[src/sv/assert_macros.svh]
// ----------------------------------------------------------------------------
// assert_macros.svh
// Concurrent assertion helpers. Define NO_ASSERTIONS to compile them out.
// ----------------------------------------------------------------------------
`ifndef ASSERT_MACROS_SVH
`define ASSERT_MACROS_SVH

`ifndef NO_ASSERTIONS

// Condition must never hold at a clock edge outside reset
`define ASSERT_NEVER(lbl, clk, rst_n, expr, msg) \
    lbl: assert property (@(posedge clk) disable iff (!rst_n) !(expr)) else $error(msg);

// Antecedent at one edge implies consequent at the next edge
`define ASSERT_NEXT(lbl, clk, rst_n, ante, cons, msg) \
    lbl: assert property (@(posedge clk) disable iff (!rst_n) (ante) |=> (cons)) \
        else $error(msg);

`else

`define ASSERT_NEVER(lbl, clk, rst_n, expr, msg)
`define ASSERT_NEXT(lbl, clk, rst_n, ante, cons, msg)

`endif

`endif

[src/sv/msbpk_pkg.sv]
// ----------------------------------------------------------------------------
// msbpk_pkg
// Shared constants and controller/datapath interface types of the bit packer.
// ----------------------------------------------------------------------------
package msbpk_pkg;

    localparam int VALUE_BITS        = 32;
    localparam int COUNT_BITS        = 6;
    localparam int MAX_WIDTH_DEFAULT = 32;
    // An item never completes more than five bytes: 5 * 8 - 7 bits at most
    localparam int ITEM_BIT_LIMIT    = 33;
    localparam int WORD_BITS         = 40;
    localparam int HELD_BITS         = 7;
    localparam int BYTE_CNT_BITS     = 3;

    typedef struct packed {
        logic load;
        logic emit;
        logic last;
    } dp_cmd_t;

    typedef struct packed {
        logic [BYTE_CNT_BITS-1:0] load_bytes;
    } dp_status_t;

endpackage

[src/sv/msbpk_datapath.sv]
// ----------------------------------------------------------------------------
// msbpk_datapath
// Bit window, held-bit store and output byte register of the bit packer.
// ----------------------------------------------------------------------------
module msbpk_datapath
    import msbpk_pkg::*;
#(
    parameter int MAX_WIDTH = MAX_WIDTH_DEFAULT
)
(
    input  logic                  clk,
    input  logic                  rst_n,
    input  logic [VALUE_BITS-1:0] value,
    input  logic [COUNT_BITS-1:0] bit_count,
    input  dp_cmd_t               cmd,
    output dp_status_t            status,
    output logic [7:0]            out_byte,
    output logic                  last_byte
);

    localparam int CountCap = (MAX_WIDTH < ITEM_BIT_LIMIT) ? MAX_WIDTH : ITEM_BIT_LIMIT;
    localparam logic [COUNT_BITS-1:0] CountLimit = COUNT_BITS'(CountCap);
    localparam logic [COUNT_BITS-1:0] WordSize   = COUNT_BITS'(WORD_BITS);

    logic [HELD_BITS-1:0]  pend_reg;     // held bits, earliest in the MSB, zero below
    logic [2:0]            held_reg;
    logic [WORD_BITS-1:0]  word_reg;
    logic [7:0]            out_byte_reg;
    logic                  last_byte_reg;

    logic [COUNT_BITS-1:0] count_sat;
    logic [VALUE_BITS-1:0] value_mask;
    logic [COUNT_BITS-1:0] total;
    logic [COUNT_BITS-1:0] shift_amt;
    logic [WORD_BITS-1:0]  word_next;

    always_comb
    begin
        count_sat  = (bit_count > CountLimit) ? CountLimit : bit_count;
        // Shifts of 32 or more clear the vector, leaving the mask all ones
        value_mask = ~({VALUE_BITS{1'b1}} << count_sat);
        total      = count_sat + COUNT_BITS'(held_reg);
        shift_amt  = WordSize - total;
        // Left-align the new bits right behind the held bits
        word_next  = {pend_reg, {(WORD_BITS-HELD_BITS){1'b0}}}
                   | ({{(WORD_BITS-VALUE_BITS){1'b0}}, value & value_mask} << shift_amt);
        status.load_bytes = total[COUNT_BITS-1:3];
    end

    always_ff @(posedge clk or negedge rst_n)
    begin
        if (!rst_n)
        begin
            pend_reg <= '0;
            held_reg <= '0;
        end
        else if (cmd.load)
        begin
            held_reg <= total[2:0];
            if (status.load_bytes == '0)
            begin
                pend_reg <= word_next[WORD_BITS-1 -: HELD_BITS];
            end
        end
        else if (cmd.emit && cmd.last)
        begin
            pend_reg <= word_reg[WORD_BITS-9 -: HELD_BITS];
        end
    end

    always_ff @(posedge clk)
    begin
        if (cmd.load)
        begin
            word_reg <= word_next;
        end
        else if (cmd.emit)
        begin
            out_byte_reg  <= word_reg[WORD_BITS-1 -: 8];
            last_byte_reg <= cmd.last;
            word_reg      <= word_reg << 8;
        end
    end

    assign out_byte  = out_byte_reg;
    assign last_byte = last_byte_reg;

endmodule

[src/sv/msbpk_ctrl.sv]
// ----------------------------------------------------------------------------
// msbpk_ctrl
// Sequencer: takes a request, then releases its bytes one per free output slot.
// ----------------------------------------------------------------------------
module msbpk_ctrl
    import msbpk_pkg::*;
(
    input  logic       clk,
    input  logic       rst_n,
    input  logic       in_valid,
    output logic       in_stall,
    output logic       out_valid,
    input  logic       out_stall,
    input  dp_status_t status,
    output dp_cmd_t    cmd
);

    typedef enum logic {
        IDLE,
        EMIT
    } state_t;

    state_t                   state_reg;
    logic [BYTE_CNT_BITS-1:0] remain_reg;
    logic                     out_valid_reg;
    logic                     slot_free;

    always_comb
    begin
        slot_free = !out_valid_reg || !out_stall;
        cmd.load  = (state_reg == IDLE) && in_valid;
        cmd.emit  = (state_reg == EMIT) && slot_free;
        cmd.last  = (remain_reg == BYTE_CNT_BITS'(1));
    end

    always_ff @(posedge clk or negedge rst_n)
    begin
        if (!rst_n)
        begin
            state_reg     <= IDLE;
            remain_reg    <= '0;
            out_valid_reg <= 1'b0;
        end
        else
        begin
            if (cmd.emit)
            begin
                out_valid_reg <= 1'b1;
            end
            else if (!out_stall)
            begin
                out_valid_reg <= 1'b0;
            end

            unique case (state_reg)
                IDLE:
                begin
                    if (cmd.load && (status.load_bytes != '0))
                    begin
                        remain_reg <= status.load_bytes;
                        state_reg  <= EMIT;
                    end
                end
                EMIT:
                begin
                    if (cmd.emit)
                    begin
                        remain_reg <= remain_reg - BYTE_CNT_BITS'(1);
                        if (cmd.last)
                        begin
                            state_reg <= IDLE;
                        end
                    end
                end
                default:
                begin
                    state_reg <= IDLE;
                end
            endcase
        end
    end

    assign in_stall  = (state_reg == EMIT);
    assign out_valid = out_valid_reg;

endmodule

[src/sv/msb_first_bit_packer.sv]
// ----------------------------------------------------------------------------
// msb_first_bit_packer
// MSB-first bitstream writer: appends bit_count low bits of value, emits bytes.
// Flow: an accepted request is loaded into the bit window, then its bytes go
//   to the single output byte register one byte per cycle while it is free.
//   A request that completes no byte never stalls the request side; one that
//   completes n bytes (n up to 5) stalls it until its last byte is emitted.
// Reset: rst_n clears held bits, sequencer state and output valid at once.
// ----------------------------------------------------------------------------
`include "assert_macros.svh"

module msb_first_bit_packer
    import msbpk_pkg::*;
#(
    parameter int MAX_WIDTH = MAX_WIDTH_DEFAULT
)
(
    input  logic                  clk,
    input  logic                  rst_n,
    // request channel
    input  logic                  in_valid,
    output logic                  in_stall,
    input  logic [VALUE_BITS-1:0] value,
    input  logic [COUNT_BITS-1:0] bit_count,
    // byte channel
    output logic                  out_valid,
    input  logic                  out_stall,
    output logic [7:0]            out_byte,
    output logic                  last_byte
);

    // Controller and datapath talk only through these two bundles:
    // cmd carries load/emit/last strobes, status reports how many whole
    // bytes the incoming request completes together with the held bits.
    dp_cmd_t    cmd;
    dp_status_t status;

    // Sequencer: accept a request while idle, then hold the request side
    // and advance one byte into the output register whenever it is free.
    msbpk_ctrl u_ctrl (
        .clk       (clk),
        .rst_n     (rst_n),
        .in_valid  (in_valid),
        .in_stall  (in_stall),
        .out_valid (out_valid),
        .out_stall (out_stall),
        .status    (status),
        .cmd       (cmd)
    );

    // Datapath: saturate the count, merge the new bits behind the held bits
    // in a 40-bit left-aligned window, and shift bytes off its top. Leftover
    // bits (fewer than eight) stay held for the next request.
    msbpk_datapath #(
        .MAX_WIDTH (MAX_WIDTH)
    ) u_dp (
        .clk       (clk),
        .rst_n     (rst_n),
        .value     (value),
        .bit_count (bit_count),
        .cmd       (cmd),
        .status    (status),
        .out_byte  (out_byte),
        .last_byte (last_byte)
    );

    // Never overwrite a byte that the receiver is still stalling on
    `ASSERT_NEVER(a_no_overwrite, clk, rst_n, cmd.emit && out_valid && out_stall,
        "byte emitted while output register is full and stalled")

    // A request that completes whole bytes must hold off the next request
    `ASSERT_NEXT(a_busy_after_load, clk, rst_n,
        in_valid && !in_stall && (status.load_bytes != '0), in_stall,
        "request side not stalled while bytes are pending")

    // Releasing the final byte frees the request side in the next cycle
    `ASSERT_NEXT(a_free_after_last, clk, rst_n, cmd.emit && cmd.last,
        !in_stall && out_valid && last_byte,
        "final byte did not mark the output or release the request side")

endmodule
[config.mk]
export PLATFORM = sky130hd
export DESIGN_NAME = msb_first_bit_packer
export DESIGN_NICKNAME = d
export VERILOG_FILES = /design/src/sv/msbpk_pkg.sv /design/src/sv/msbpk_datapath.sv /design/src/sv/msbpk_ctrl.sv /design/src/sv/msb_first_bit_packer.sv
export VERILOG_INCLUDE_DIRS = /design/src /design/src/sv
export SDC_FILE = /design/constraint.sdc
export NUM_CORES = 1
export LEC_CHECK = 0
export BUFFER_PORTS_ARGS = -buffer_cell sky130_fd_sc_hd__buf_2
export CAP_MARGIN = 20
export CORE_ASPECT_RATIO = 1.75
export CORE_MARGIN = 5
export CORE_UTILIZATION = 35
export DETAILED_ROUTE_END_ITERATION = 12
export MAX_ROUTING_LAYER = met4
export PLACE_DENSITY = 0.48
export SYNTH_ARGS = -nofsm -noshare
export SYNTH_HDL_FRONTEND = slang
export SYNTH_HIERARCHICAL = 1
export SYNTH_SLANG_ARGS = --single-unit
[constraint.sdc]
create_clock -name clk -period 4.5 [get_ports clk]
set_clock_uncertainty 0.15 [all_clocks]
set_input_delay 0.225 -clock clk [delete_from_list [all_inputs] [get_ports clk]]
set_output_delay 0.225 -clock clk [all_outputs]
set_load 0.02 [all_outputs]
* Word level (Yosys, flattened, before mapping)
Cells that the tools add are included.
** Operators by class
- Shift-type cells :: 2
- Reductions and logical operators :: 14
- Add/sub/neg operators :: 3
- Multiply operators :: 0
- Bitwise gates (word level) :: 5
- Magnitude comparators :: 1
- Eq/ne operators :: 5
- Div/mod/pow operators :: 0
- Mux-type cells :: 15
** Operators with widths (count)
- 40-bit 2-to-1 mux :: 2
- 40-bit OR :: 1
- 32-bit by 6-bit left shift with 40-bit output :: 1
- 32-bit bitwise AND :: 1
- 32-bit NOT :: 1
- 32-bit by 6-bit left shift with 32-bit output, first input constant :: 1
- 7-bit 2-to-1 mux :: 3
- 6-bit by 3-bit adder with 6-bit output :: 1
- 6-bit greater-than comparator, second input constant :: 1
- 3-bit 2-to-1 mux :: 2
- 6-bit 2-to-1 mux :: 1
- 2-bit by 1-bit != test with 1-bit output, second input constant :: 3
- 3-bit one-hot mux with 2 select lines :: 1
- 2-bit AND reduction :: 3
- 6-bit subtractor, first input constant :: 1
- 1-bit 2-to-1 mux :: 5
- 1-bit logical AND :: 4
- 2-bit nonzero test :: 2
- 3-bit by 1-bit == test with 1-bit output, second input constant :: 1
- 3-bit logical NOT :: 1
- 3-bit nonzero test :: 1
- 3-bit by 1-bit subtractor with 3-bit output, second input constant :: 1
- 1-bit logical NOT :: 2
- 2-bit != test, second input constant :: 1
- other kinds (3) :: 4
** Storage, ports and cells
- Memories kept :: 0
- Word-level logic and storage cells :: 53
- Output and inout port bits :: 11
- Latch bits :: 0
- RAM bits :: 0
- Input port bits :: 42
- ROM bits :: 0
- Register bits :: 64

* Depth between registers and ports, before layout
Gate-level depths: netlist (run 1).
- Depth after elaboration :: 9
- Mapped depth :: 18
- Mapped depth without buffers :: 12

* Modules after synthesis
Netlist (run 1), hierarchy kept.
** By module, submodules not included
- msbpk_datapath :: instances 1, area an instance 5410.2 µm², cells each 632, sequential area each 1721.7 µm²
- msbpk_ctrl :: instances 1, area an instance 327.8 µm², cells each 34, sequential area each 125.1 µm²

* Worst setup path before layout (run 1)
Ideal clock, no wire load.
- Path kind :: input-to-reg
- Start point :: input port bit_count[5]
- End point :: register u_dp.word_reg[38], data pin
- Cell stages on the path :: 16
- Buffers on the path :: 5
- Required time :: 4.074 ns
- Setup time :: 0.276 ns
- Path slack :: 0.358 ns
- Arrival time :: 3.716 ns
- Cells stage by stage :: clkbuf_1 buf_2 buf_2 buf_2 nor2b_1 ha_1 inv_1 fa_1 ha_1 xnor3_1 buf_2 o211ai_1 a221oi_1 nor2_1 a311oi_1 o32ai_1
** On the way
- Longest elaborated chain between the ends :: 8
- Elaborated cells between the ends (all ways) :: 10
- Those cells by class :: add/sub (2); order compare (1); shift (2); mux (2); bitwise (3)
** Ends and longest elaborated chain
- start, declared :: RTL line msb_first_bit_packer.sv:24 : input logic [COUNT_BITS-1:0] bit_count,
- 6-bit greater-than comparator :: RTL line msbpk_datapath.sv:39 : count_sat = (bit_count > CountLimit) ? CountLimit : bit_count;
- 6-bit 2-to-1 mux (*) :: RTL line msbpk_datapath.sv:39
- branches (longest 3 deep; another with 6-bit by 3-bit adder with 6-bit output)
- 32-bit by 6-bit left shift with 40-bit output (*) :: RTL line msbpk_datapath.sv:46 : | ({{(WORD_BITS-VALUE_BITS){1'b0}}, value & value_mask} << shift_amt);
- 40-bit OR (*) :: RTL line msbpk_datapath.sv:46
- 40-bit 2-to-1 mux (*) :: RTL line msbpk_datapath.sv:73 : if (cmd.load)
- end signal, assigned :: RTL line msbpk_datapath.sv:75 : word_reg <= word_next;
- end signal, assigned :: RTL line msbpk_datapath.sv:81 : word_reg <= word_reg << 8;
- end, declared :: RTL line msbpk_datapath.sv:27 : logic [WORD_BITS-1:0] word_reg;
Mark *: on every way between the ends.
A chain may end at the register's enable or synchronous reset.

* Final worst setup path (run 1)
- Start point :: register u_dp.held_reg[0]
- End point :: register u_dp.word_reg[20], data pin
** On the way
- Longest elaborated chain between the ends :: 5
** Ends and longest elaborated chain
- start, declared :: RTL line msbpk_datapath.sv:26 : logic [2:0] held_reg;
- start signal, assigned :: RTL line msbpk_datapath.sv:59 : held_reg <= total[2:0];
- 6-bit by 3-bit adder with 6-bit output :: RTL line msbpk_datapath.sv:42 : total = count_sat + COUNT_BITS'(held_reg);
- 6-bit subtractor :: RTL line msbpk_datapath.sv:43 : shift_amt = WordSize - total;
- 32-bit by 6-bit left shift with 40-bit output :: RTL line msbpk_datapath.sv:46
- 40-bit OR :: RTL line msbpk_datapath.sv:46
- 40-bit 2-to-1 mux :: RTL line msbpk_datapath.sv:73
No other way between the ends.

==> results.txt, run 1 <==
status: finished clean
highest routed layer: met4
area grow syn2layout: 14.2%
count of cell types in the netlist: 86
total congestion overflow: 0
f_max: 249 MHz
# resized after CTS: 0
crit-path max FO: 10
Worst EP arrival: 3.99 ns
Root Buffer: clkbuf_16
kind of cell adding the most delay to the critical path: compound AO/OA/AOI/OAI gates
total track usage: 24.1%
reg2reg path depth: 11
Core Box Area: 16300 um2
post-CTS setup buffers: 0
die area: 19200 um2
vias per cell: 6.42
number of DRC markers in iteration 0: 358
number of I/O pins: 53
Setup violations, final: 0
met2 wire len: 11.4 mm
Hold Vio Cnt, Final: 0
clock latency on the worst-skew pair: 0.33 ns
Num CTS Buffers: 9
CTS tree: built
CP required: 4.47 ns
GP Congestion: 0.958
vias in the first global route: 5788
clk sinks: 64
syn nets: 715
critical path's largest stage delay: 0.52 ns
drt pass-1 iters: 5
min Tclk post-route: 4.02 ns
final WL: 22.3 mm
total of warnings raised by yosys: 6
DRC violations left: 0
cell count after synthesis: 666
Post-DP HPWL: 17.5 mm
htree depth: 3
via count: 5790
Routed Antenna Nets: 0
fin crit share: 89.3%
WHS Path Cells: 3
largest net degree at the start of global routing: 46
Max-cap violations: 0
setup repair after global routing missed its margin: false
worst min path class: in -> reg
critical path class: reg -> reg
Crit path depth: 11
Post-synth EDFFs: 49
share of cells above drive strength 1: 19.6%
post-synthesis sequential element count: 64
worst hold slack: 0.0473 ns
number of flip-flops in the largest register: 40
die height: 179 um
DR WL met3: 777 um
Initial Utilization: 35.2%
startpoint types: flop
Buf+Inv Stages, Crit Path: 2
Slew Viols, Final: 0
Post-synth ARST share: 23.4%
Setup TNS: 0 ns
CP Capture Type: flop
Crit-path slowest cell: fa_1
sequential-to-total area share from yosys stat: 32.2%
post-synthesis cell area: 5740 um2
Layout fillers: 1707
wire length of the first global-routing pass: 34.0 mm
Die W: 107 um
Worst Tran Pin Value: 1.01 ns
mean post-synth cell area: 8.62 um2
Wirelength per Cell: 24.8 um
predominant post-synthesis flop cell: edfxtp_1
initial antenna violation count: 1
Slew Limit Headroom: 32.8%
nets: 753
Cell Chain, Critical Path: ha_2 -> inv_1 -> fa_1 -> xnor2_2 -> o211ai_1 -> a221oi_1 -> o21ai_0 -> nor2_1 -> nand2_1 -> buf_4 -> o311ai_1
Worst-path clk slew: 0.06 ns
FP Rows: 62
port buffer count: 52
DRT met1 WL: 8.52 mm
clock tree buffer depth: 2
==> through the flow <==
step,worst slack (ns),cells,cell area (um2),utilization (%)
after floorplan,0.358,666,5740,-
after global placement,0.368,883,6240,38.3
after detailed placement,0.394,883,6240,38.3
after CTS,0.543,901,6550,40.2
after global routing,0.278,902,6550,40.2
final,0.480,902,6550,40.2
==> cell families (layout without fill, tap and decap cells) <==
group / count (synthesis) / count (layout) / synth area share [%]
buf+inv: 97 / 140 / 7.33
simple gates: 215 / 215 / 19.1
compound gates: 239 / 239 / 30.8
mux: 40 / 40 / 7.65
other cells: 0 / 1 / 0
flops: 64 / 64 / 32.2
xor+xnor: 4 / 4 / 1.24
fa+ha+maj: 7 / 7 / 1.66
==> cells in the final DEF, fill, tap and decap left out, drive strengths merged, types with 5 or more instances in the layout <==
cell / instances
a2111oi: 5
a211o: 8
a211oi: 15
a21o: 7
a21oi: 35
a31oi: 6
a32oi: 6
and3: 8
buf: 89
clkbuf: 10
dfrtp: 15
edfxtp: 49
ha: 6
inv: 32
mux2: 11
mux2i: 27
nand2: 38
nand2b: 18
nand3: 25
nand4: 6
nor2: 58
nor2b: 8
nor3: 17
nor4: 7
o2111ai: 5
o211a: 8
o211ai: 23
o21a: 6
o21ai: 26
o221ai: 13
o22ai: 21
o311ai: 6
or2: 9
or4: 6
==> layout make-up <==
class	instances	area, um2	share of cell area, %
clock inverter	6	60.1	0.917
clock buffer	10	229	3.49
timing repair buffer	91	571	8.71
sequential	64	1850	28.2
multi-input combinational	505	3480	53.1
antenna	1	2.50	0.0382
tap	192	240	3.67
inverter	33	124	1.89
==> final timing paths <==
| path | slack, ns | end | from |
|---|---|---|---|
| min | 0.05 | u_ctrl/in_stall | in_valid |
| max in group asynchronous | 3.70 | u_dp/pend_reg[5] | rst_n |
| min in group asynchronous | 0.21 | u_ctrl/in_stall | rst_n |
| max | 0.48 | u_dp/word_reg[20] | u_dp/held_reg[0] |
| max reg2reg | 0.48 | u_dp/word_reg[20] | u_dp/held_reg[0] |
| min reg2reg | 0.27 | u_dp/out_byte[4] | u_dp/word_reg[36] |
==> tightest hold or removal path, delay by kind of cell <==
kind | cells | cell delay (ns)
AO/OA/AOI/OAI | 1 | 0.07
buffers and inverters | 1 | 0.11
AND/OR/NAND/NOR | 1 | 0.08
==> per-layer routing <==
metal / up-vias / global-route usage (%)
met1: 2829 / 26.6
li1: 2676 / -
met5: - / -
met2: 221 / 41.4
met4: 0 / 16.4
met3: 64 / 1.69
==> Yosys cell counts, types with 7 or more instances <==
cell type	n	area, um2
a21o_1	7	52.6
a211oi_1	15	113
o22ai_1	20	125
nor3_1	16	80.1
mux2_2	11	124
a21oi_1	34	170
nand2b_1	17	106
edfxtp_1	49	1470
o21ai_0	21	105
o211a_1	8	80.1
inv_1	32	120
dfrtp_1	15	375
a211o_1	8	70.1
nor2_1	57	214
nand2_1	38	143
buf_2	24	120
nor2b_1	8	50.1
mux2i_1	27	270
nand3_1	25	125
clkbuf_1	32	120
o211ai_1	23	173
and3_1	8	50.1
nor4_1	7	43.8
o221ai_1	13	114
==> what timing repair did <==
item / in CTS / in global routing
setup endpoints to repair: 0 / 0
hold endpoints to repair: 16 / 0
hold buffers: 2 / 0
Power of run 1 is left out: the tool's default activity adds up to more than one toggle a clock period on the data nets, which glitch-free logic cannot reach.
==> run 2, diff against run 1 <==
--- a/config.mk
+++ b/config.mk
@@ -10,10 +10,10 @@
 export CAP_MARGIN = 20
 export CORE_ASPECT_RATIO = 1.75
 export CORE_MARGIN = 5
-export CORE_UTILIZATION = 35
+export CORE_UTILIZATION = 45
 export DETAILED_ROUTE_END_ITERATION = 12
 export MAX_ROUTING_LAYER = met4
-export PLACE_DENSITY = 0.48
+export PLACE_DENSITY = 0.59
 export SYNTH_ARGS = -nofsm -noshare
 export SYNTH_HDL_FRONTEND = slang
 export SYNTH_HIERARCHICAL = 1
==> run 2 against run 1 <==
Clock-buffer cell count up 5. Sequential share of layout area is 0.53 points higher. Worst hold slack better by 0.0073 ns. Die area decreased by 21%. First-iteration DRC count up 20%. Setup slack got worse by 0.16 ns. Global-route usage is 3.7 points higher. Utilization is 11 points higher. Routed wire length decreased by 8.2%. Cell count fell by 3.4%. Non-clock buffer count shrank 7. Highest routed layer unchanged. Register-to-register slack worse by 0.16 ns.
==> results.txt, run 2 (synthesis gave the netlist of run 1 again) <==
total congestion overflow: 0 (unchanged)
setup repair after global routing missed its margin: false (unchanged)
Worst Tran Pin Value: 1.09 ns (was 1.01 ns)
clk sinks: 64 (unchanged)
Post-DP HPWL: 15.8 mm (was 17.5 mm)
hold_buf cts: 2 (unchanged)
Post-DP Area: 6150 um2 (was 6240 um2)
vias per cell: 6.63 (was 6.42)
Wirelength per Cell: 23.6 um (was 24.8 um)
CP startpoint: u_dp/held_reg[0] (unchanged)
Hold Vio Cnt, Final: 0 (unchanged)
largest net degree at the start of global routing: 41 (was 46)
nets: 746 (was 753)
CTS tree: built (unchanged)
number of DRC markers in iteration 0: 431 (was 358)
Num CTS Buffers: 9 (unchanged)
min Tclk post-route: 4.18 ns (was 4.02 ns)
commonest non-fill, non-tap cell in the layout: nor2_1 (unchanged)
FP Rows: 54 (was 62)
GP Congestion: 0.989 (was 0.958)
Max-cap violations: 0 (unchanged)
Worst EP arrival: 4.20 ns (was 3.99 ns)
startpoint types: flop (unchanged)
Die W: 95.4 um (was 107 um)
Setup violations, final: 0 (unchanged)
Slew Limit Headroom: 26.8% (was 32.8%)
Routed Antenna Nets: 0 (unchanged)
share of cells above drive strength 1: 18.2% (was 19.6%)
fin crit share: 93.0% (was 89.3%)
vias in the first global route: 5446 (was 5788)
die area: 15200 um2 (was 19200 um2)
CP required: 4.51 ns (was 4.47 ns)
# resized after CTS: 0 (unchanged)
worst flop-to-flop path startpoint: u_dp/held_reg[0] (unchanged)
f_max: 239 MHz (was 249 MHz)
crit-path max FO: 20 (was 10)
total track usage: 27.8% (was 24.1%)
port buffer count: 52 (unchanged)
worst min path class: in -> reg (unchanged)
number of flip-flops in the largest register: 40 (unchanged)
die height: 159 um (was 179 um)
clock latency on the worst-skew pair: 0.33 ns (about the same)
DRC violations left: 0 (unchanged)
most frequent cells in the layout: nor2_1 (57), buf_2 (52), edfxtp_1 (49) (unchanged)
initial antenna violation count: 1 (unchanged)
startpoint of the worst hold path: in_valid (unchanged)
Initial Utilization: 45.9% (was 35.2%)
via count: 5772 (was 5790)
Finished Cell Area: 6430 um2 (was 6550 um2)
Slew Viols, Final: 0 (unchanged)
Root Buffer: clkbuf_16 (unchanged)
critical path class: reg -> reg (unchanged)
Core Box Area: 12500 um2 (was 16300 um2)
status: finished clean (unchanged)
CP Capture Type: flop (unchanged)
wire length of the first global-routing pass: 31.3 mm (was 34.0 mm)
htree depth: 3 (unchanged)
Setup TNS: 0 ns (unchanged)
drt pass-1 iters: 5 (unchanged)
area grow syn2layout: 12.1% (was 14.2%)
Worst-path clk slew: 0.05 ns (was 0.06 ns)
r2r setup slk: 0.32 ns (was 0.48 ns)
clock tree buffer depth: 2 (unchanged)
number of I/O pins: 53 (unchanged)
final WL: 20.5 mm (was 22.3 mm)
post-CTS setup buffers: 0 (unchanged)
## run 2: worst paths after layout
kind,endpoint,cells after the start
worst max register to register,u_dp/word_reg[34],12
max in group asynchronous,u_dp/pend_reg[3],2
worst min register to register,u_dp/out_byte[6],0
min in group asynchronous,u_ctrl/remain_reg[2],2
worst max-delay path,u_dp/word_reg[34],12
worst min-delay path,u_ctrl/in_stall,3
## run 2: metal layers
| layer | wire, um | part of all wire (%) | global-route usage, % | vias to the layer above |
|---|---|---|---|---|
| met2 | 10500 | 51 | 44.8 | 287 |
| met3 | 1080 | 5.2 | 2.22 | 58 |
| met5 | 0 | 0 | - | - |
| li1 | - | - | - | 2659 |
| met1 | 7680 | 37 | 32.7 | 2768 |
| met4 | 1290 | 6.3 | 17.2 | 0 |
## run 2: stage by stage
stage | instances | utilization [%] | worst slack [ns] | hold slack (ns)
2_1_floorplan | 666 | - | 0.358 | -0.221
3_3_place_gp | 852 | 49.2 | 0.146 | 0.00843
3_5_place_dp | 852 | 49.2 | 0.169 | 0.0170
4_1_cts | 870 | 51.4 | 0.342 | 0.0481
5_1_grt | 871 | 51.5 | 0.0826 | 0.0704
6_report | 871 | 51.5 | 0.316 | 0.0545
## run 2: layout make-up
cell class	instances	area, um2
inverters	33	124
fillers	1227	6070
diodes	1	2.50
clock inverters	1	5.00
flip-flops and latches	64	1850
clock buffers	15	258
repair buffers	84	505
multi-input cells	505	3480
well taps	168	210
## run 2: critical path: stages, from the launching register on
cell and delay (ns):
dfrtp_1 0.39, ha_2 0.21, inv_1 0.06, fa_1 0.51
ha_1 0.28, xnor3_1 0.66, buf_4 0.35, o2111ai_1 0.19
nand2_1 0.10, nor2_1 0.05, a2111oi_0 0.65, a21oi_1 0.20
o211ai_1 0.23
Power of run 2 is left out for the same reason.
==> run 3, diff against run 2 <==
--- a/config.mk
+++ b/config.mk
@@ -6,6 +6,7 @@
 export SDC_FILE = /design/constraint.sdc
 export NUM_CORES = 1
 export LEC_CHECK = 0
+export ABC_AREA = 1
 export BUFFER_PORTS_ARGS = -buffer_cell sky130_fd_sc_hd__buf_2
 export CAP_MARGIN = 20
 export CORE_ASPECT_RATIO = 1.75
@@ -13,7 +14,7 @@
 export CORE_UTILIZATION = 45
 export DETAILED_ROUTE_END_ITERATION = 12
 export MAX_ROUTING_LAYER = met4
-export PLACE_DENSITY = 0.59
+export PLACE_DENSITY = 0.6
 export SYNTH_ARGS = -nofsm -noshare
 export SYNTH_HDL_FRONTEND = slang
 export SYNTH_HIERARCHICAL = 1
==> run 3 against run 2 <==
Area after synthesis shrank 9.4%. Utilization fell by 0.87 points. Cell count increased by 8.6%. Largest cell class unchanged.
==> results.txt, run 3 <==
clock latency on the worst-skew pair: 0.33 ns (about the same)
setup repair after global routing missed its margin: false (unchanged)
Slew Limit Headroom: 40.2% (was 26.8%)
critical path's largest stage delay: 0.39 ns (was 0.66 ns)
total congestion overflow: 0 (unchanged)
final WL: 16.8 mm (was 20.5 mm)
Root Buffer: clkbuf_16 (unchanged)
port buffer count: 52 (unchanged)
post-synth top area share: 28.3% (was 25.6%)
htree depth: 3 (unchanged)
clk sinks: 64 (unchanged)
die height: 152 um (was 159 um)
GP Congestion: 0.977 (was 0.989)
FP Rows: 52 (was 54)
drt pass-1 iters: 5 (unchanged)
total track usage: 24.8% (was 27.8%)
Crit-path slowest cell: fa_1 (was xnor3_1)
crit-path max FO: 35 (was 20)
initial antenna violation count: 0 (was 1)
reg2reg path depth: 16 (was 12)
Hold Vio Cnt, Final: 0 (unchanged)
Worst-path clk slew: 0.05 ns (about the same)
Slew Viols, Final: 0 (unchanged)
worst min path class: in -> async (was in -> reg)
predominant post-synthesis flop cell: edfxtp_1 (unchanged)
Final Worst Setup Slack: 0.900 ns (was 0.316 ns)
vias per cell: 5.73 (was 6.63)
CTS tree: built (unchanged)
sequential-to-total area share from yosys stat: 35.5% (was 32.2%)
Core Box Area: 11500 um2 (was 12500 um2)
critical path class: in -> reg (was reg -> reg)
Cell Pwr Density: 942 nW/um2
most frequent cells in the layout: nand2_1 (239), nand3_1 (176), buf_2 (52) (was nor2_1 (57), buf_2 (52), edfxtp_1 (49))
post-CTS setup buffers: 0 (unchanged)
kind of cell adding the most delay to the critical path: simple AND/OR/NAND/NOR gates (was compound AO/OA/AOI/OAI gates)
R2R Path End: u_dp/word_reg[28] (was u_dp/word_reg[34])
cell count after synthesis: 774 (was 666)
post-synthesis cell area: 5200 um2 (was 5740 um2)
status: finished clean (unchanged)
vias in the first global route: 5202 (was 5446)
Post-synth ARST share: 23.4% (unchanged)
nets: 855 (was 746)
CP Capture Type: flop (unchanged)
Synth area leader: edfxtp_1 (unchanged)
total of warnings raised by yosys: 6 (unchanged)
VDD IR max: 0.528 mV
Initial Utilization: 45.4% (was 45.9%)
synth cell count leaders: nand2_1 (239), nand3_1 (176), inv_1 (51), edfxtp_1 (49), o21ai_0 (49) (was nor2_1 (57), edfxtp_1 (49), nand2_1 (38), a21oi_1 (34))
Worst Tran Pin Value: 0.894 ns (was 1.09 ns)
Max-cap violations: 0 (unchanged)
fin crit share: 80.0% (was 93.0%)
CP required: 4.44 ns (was 4.51 ns)
cells taking the most area after synthesis: edfxtp_1 (28%), nand2_1 (17%), nand3_1 (17%), dfrtp_1 (7.2%), o21ai_0 (4.7%) (was edfxtp_1 (26%), dfrtp_1 (6.5%), mux2i_1 (4.7%), nor2_1 (3.7%), o211ai_1 (3.0%))
Cell Chain, Critical Path: buf_2 -> inv_2 -> nand2_1 -> inv_1 -> ha_1 -> inv_1 -> fa_1 -> inv_1 -> nand2_1 -> nand2_1 -> nand3_1 -> or2_2 -> nand2_2 -> inv_2 -> nor2_4 -> inv_1 -> o22ai_1 -> a21oi_1 -> nand2_1 -> nand2_1 (was ha_2 -> inv_1 -> fa_1 -> ha_1 -> xnor3_1 -> buf_4 -> o2111ai_1 -> nand2_1 -> nor2_1 -> a2111oi_0 -> a21oi_1 -> o211ai_1)
pre-CTS WS: 0.606 ns (was 0.169 ns)
min Tclk post-route: 3.60 ns (was 4.18 ns)
commonest non-fill, non-tap cell in the layout: nand2_1 (was nor2_1)
Setup TNS: 0 ns (unchanged)
Ant. Diodes: 0 (was 1)
Wirelength per Cell: 17.8 um (was 23.6 um)
clock tree buffer depth: 2 (unchanged)
Post-DP HPWL: 13.6 mm (was 15.8 mm)
number of I/O pins: 53 (unchanged)
f_max: 278 MHz (was 239 MHz)
Die W: 91.2 um (was 95.4 um)
Num CTS Buffers: 9 (unchanged)
count of cell types in the netlist: 38 (was 86)
mean post-synth cell area: 6.72 um2 (was 8.62 um2)
largest net degree at the start of global routing: 41 (unchanged)
Buf+Inv Stages, Crit Path: 7 (was 2)
Post-synth EDFFs: 49 (unchanged)
DRC violations left: 0 (unchanged)
via count: 5424 (was 5772)
number of flip-flops in the largest register: 40 (unchanged)
post-synthesis sequential element count: 64 (unchanged)
Top cell by count, worst path: nand2_1
startpoint types: primary input (was flop)
Worst EP arrival: 3.54 ns (was 4.20 ns)
area grow syn2layout: 11.4% (was 12.1%)
wire length of the first global-routing pass: 26.8 mm (was 31.3 mm)
worst flop-to-flop path startpoint: u_dp/held_reg[0] (unchanged)
share of cells above drive strength 1: 12.6% (was 18.2%)
number of DRC markers in iteration 0: 405 (was 431)
post-layout util: 50.6% (was 51.5%)
Setup violations, final: 0 (unchanged)
die area: 13900 um2 (was 15200 um2)
count leader, synth: nand2_1 (was nor2_1)
Routed Antenna Nets: 0 (unchanged)
r2r setup slk: 0.98 ns (was 0.32 ns)
Lkg Pwr: 2.74 nW
syn nets: 823 (was 715)
==> run 3: final cells by class <==
class                           instances  area (um2)
Clock inverter                          5        47.5
Timing Repair Buffer                   62         340
Inverter                               60         228
Fill cell                            1237        5660
Multi-Input combinational cell        609        2930
Sequential cell                        64        1850
Tap cell                              135         169
Clock buffer                           11         233
==> run 3: metrics by stage <==
step	total power, mW	area [um2]	instances	hold WS (ns)
5_1_grt	5.95	5790	946	0.238
4_1_cts	5.43	5790	946	0.211
6_report	5.45	5790	946	0.201
3_5_place_dp	4.75	5490	928	0.0293
3_3_place_gp	4.73	5490	928	0.0116
2_1_floorplan	3.79	5200	774	-0.221
==> run 3: worst max-delay path by stage <==
| stage | to | start | cells after the start |
|---|---|---|---|
| floorplan | u_dp/word_reg[32] | bit_count[5] | 22 |
| global placement | u_dp/word_reg[28] | bit_count[5] | 20 |
| detailed placement | u_dp/word_reg[28] | bit_count[5] | 20 |
| CTS | u_dp/word_reg[28] | bit_count[5] | 20 |
| global route | u_dp/pend_reg[4] | bit_count[5] | 23 |
| finish | u_dp/word_reg[28] | bit_count[5] | 20 |
==> run 3: timing repair <==
item,CTS,global route
endpoints found under the hold margin,16,0
resized for setup,0,0
hold buffers,2,0
setup endpoints to repair,0,0
==> run 3: worst register-to-register path, stage by stage, from the launching register on <==
cell and delay (ns):
dfrtp_1 0.38, ha_1 0.19, inv_1 0.06, fa_1 0.39, inv_1 0.08, nand2_1 0.07
nand2_1 0.13, nand3_1 0.12, or2_2 0.32, nand2_2 0.26, inv_2 0.32, nor2_4 0.38
inv_1 0.11, o22ai_1 0.16, a21oi_1 0.06, nand2_1 0.07, nand2_1 0.05
==> run 3: cell families after synthesis <==
family | synth area share, %
buffers and inverters | 8.14
AO/OA/AOI/OAI | 10.9
flip-flops | 35.5
multiplexers | 0.193
AND/OR/NAND/NOR | 42.8
adder cells (fa/ha/maj) | 1.83
XOR/XNOR | 0.626
==> run 3: power breakdown <==
part / switching (mW) / total, mW / internal, mW
Combinational: 2.61 / 3.66 / 1.05
Clock: 0.235 / 0.657 / 0.422
Sequential: 0.0991 / 1.14 / 1.04
==> run 3: per-layer routing <==
layer  global-route usage (%)  routed length (um)  share of wire, %
met5                        -                   0                 0
met4                     12.3                 727               4.3
met3                     2.67                 653               3.9
met2                     43.2                8850                53
met1                     27.6                6570                39
Power figures use the tool's default switching activity.
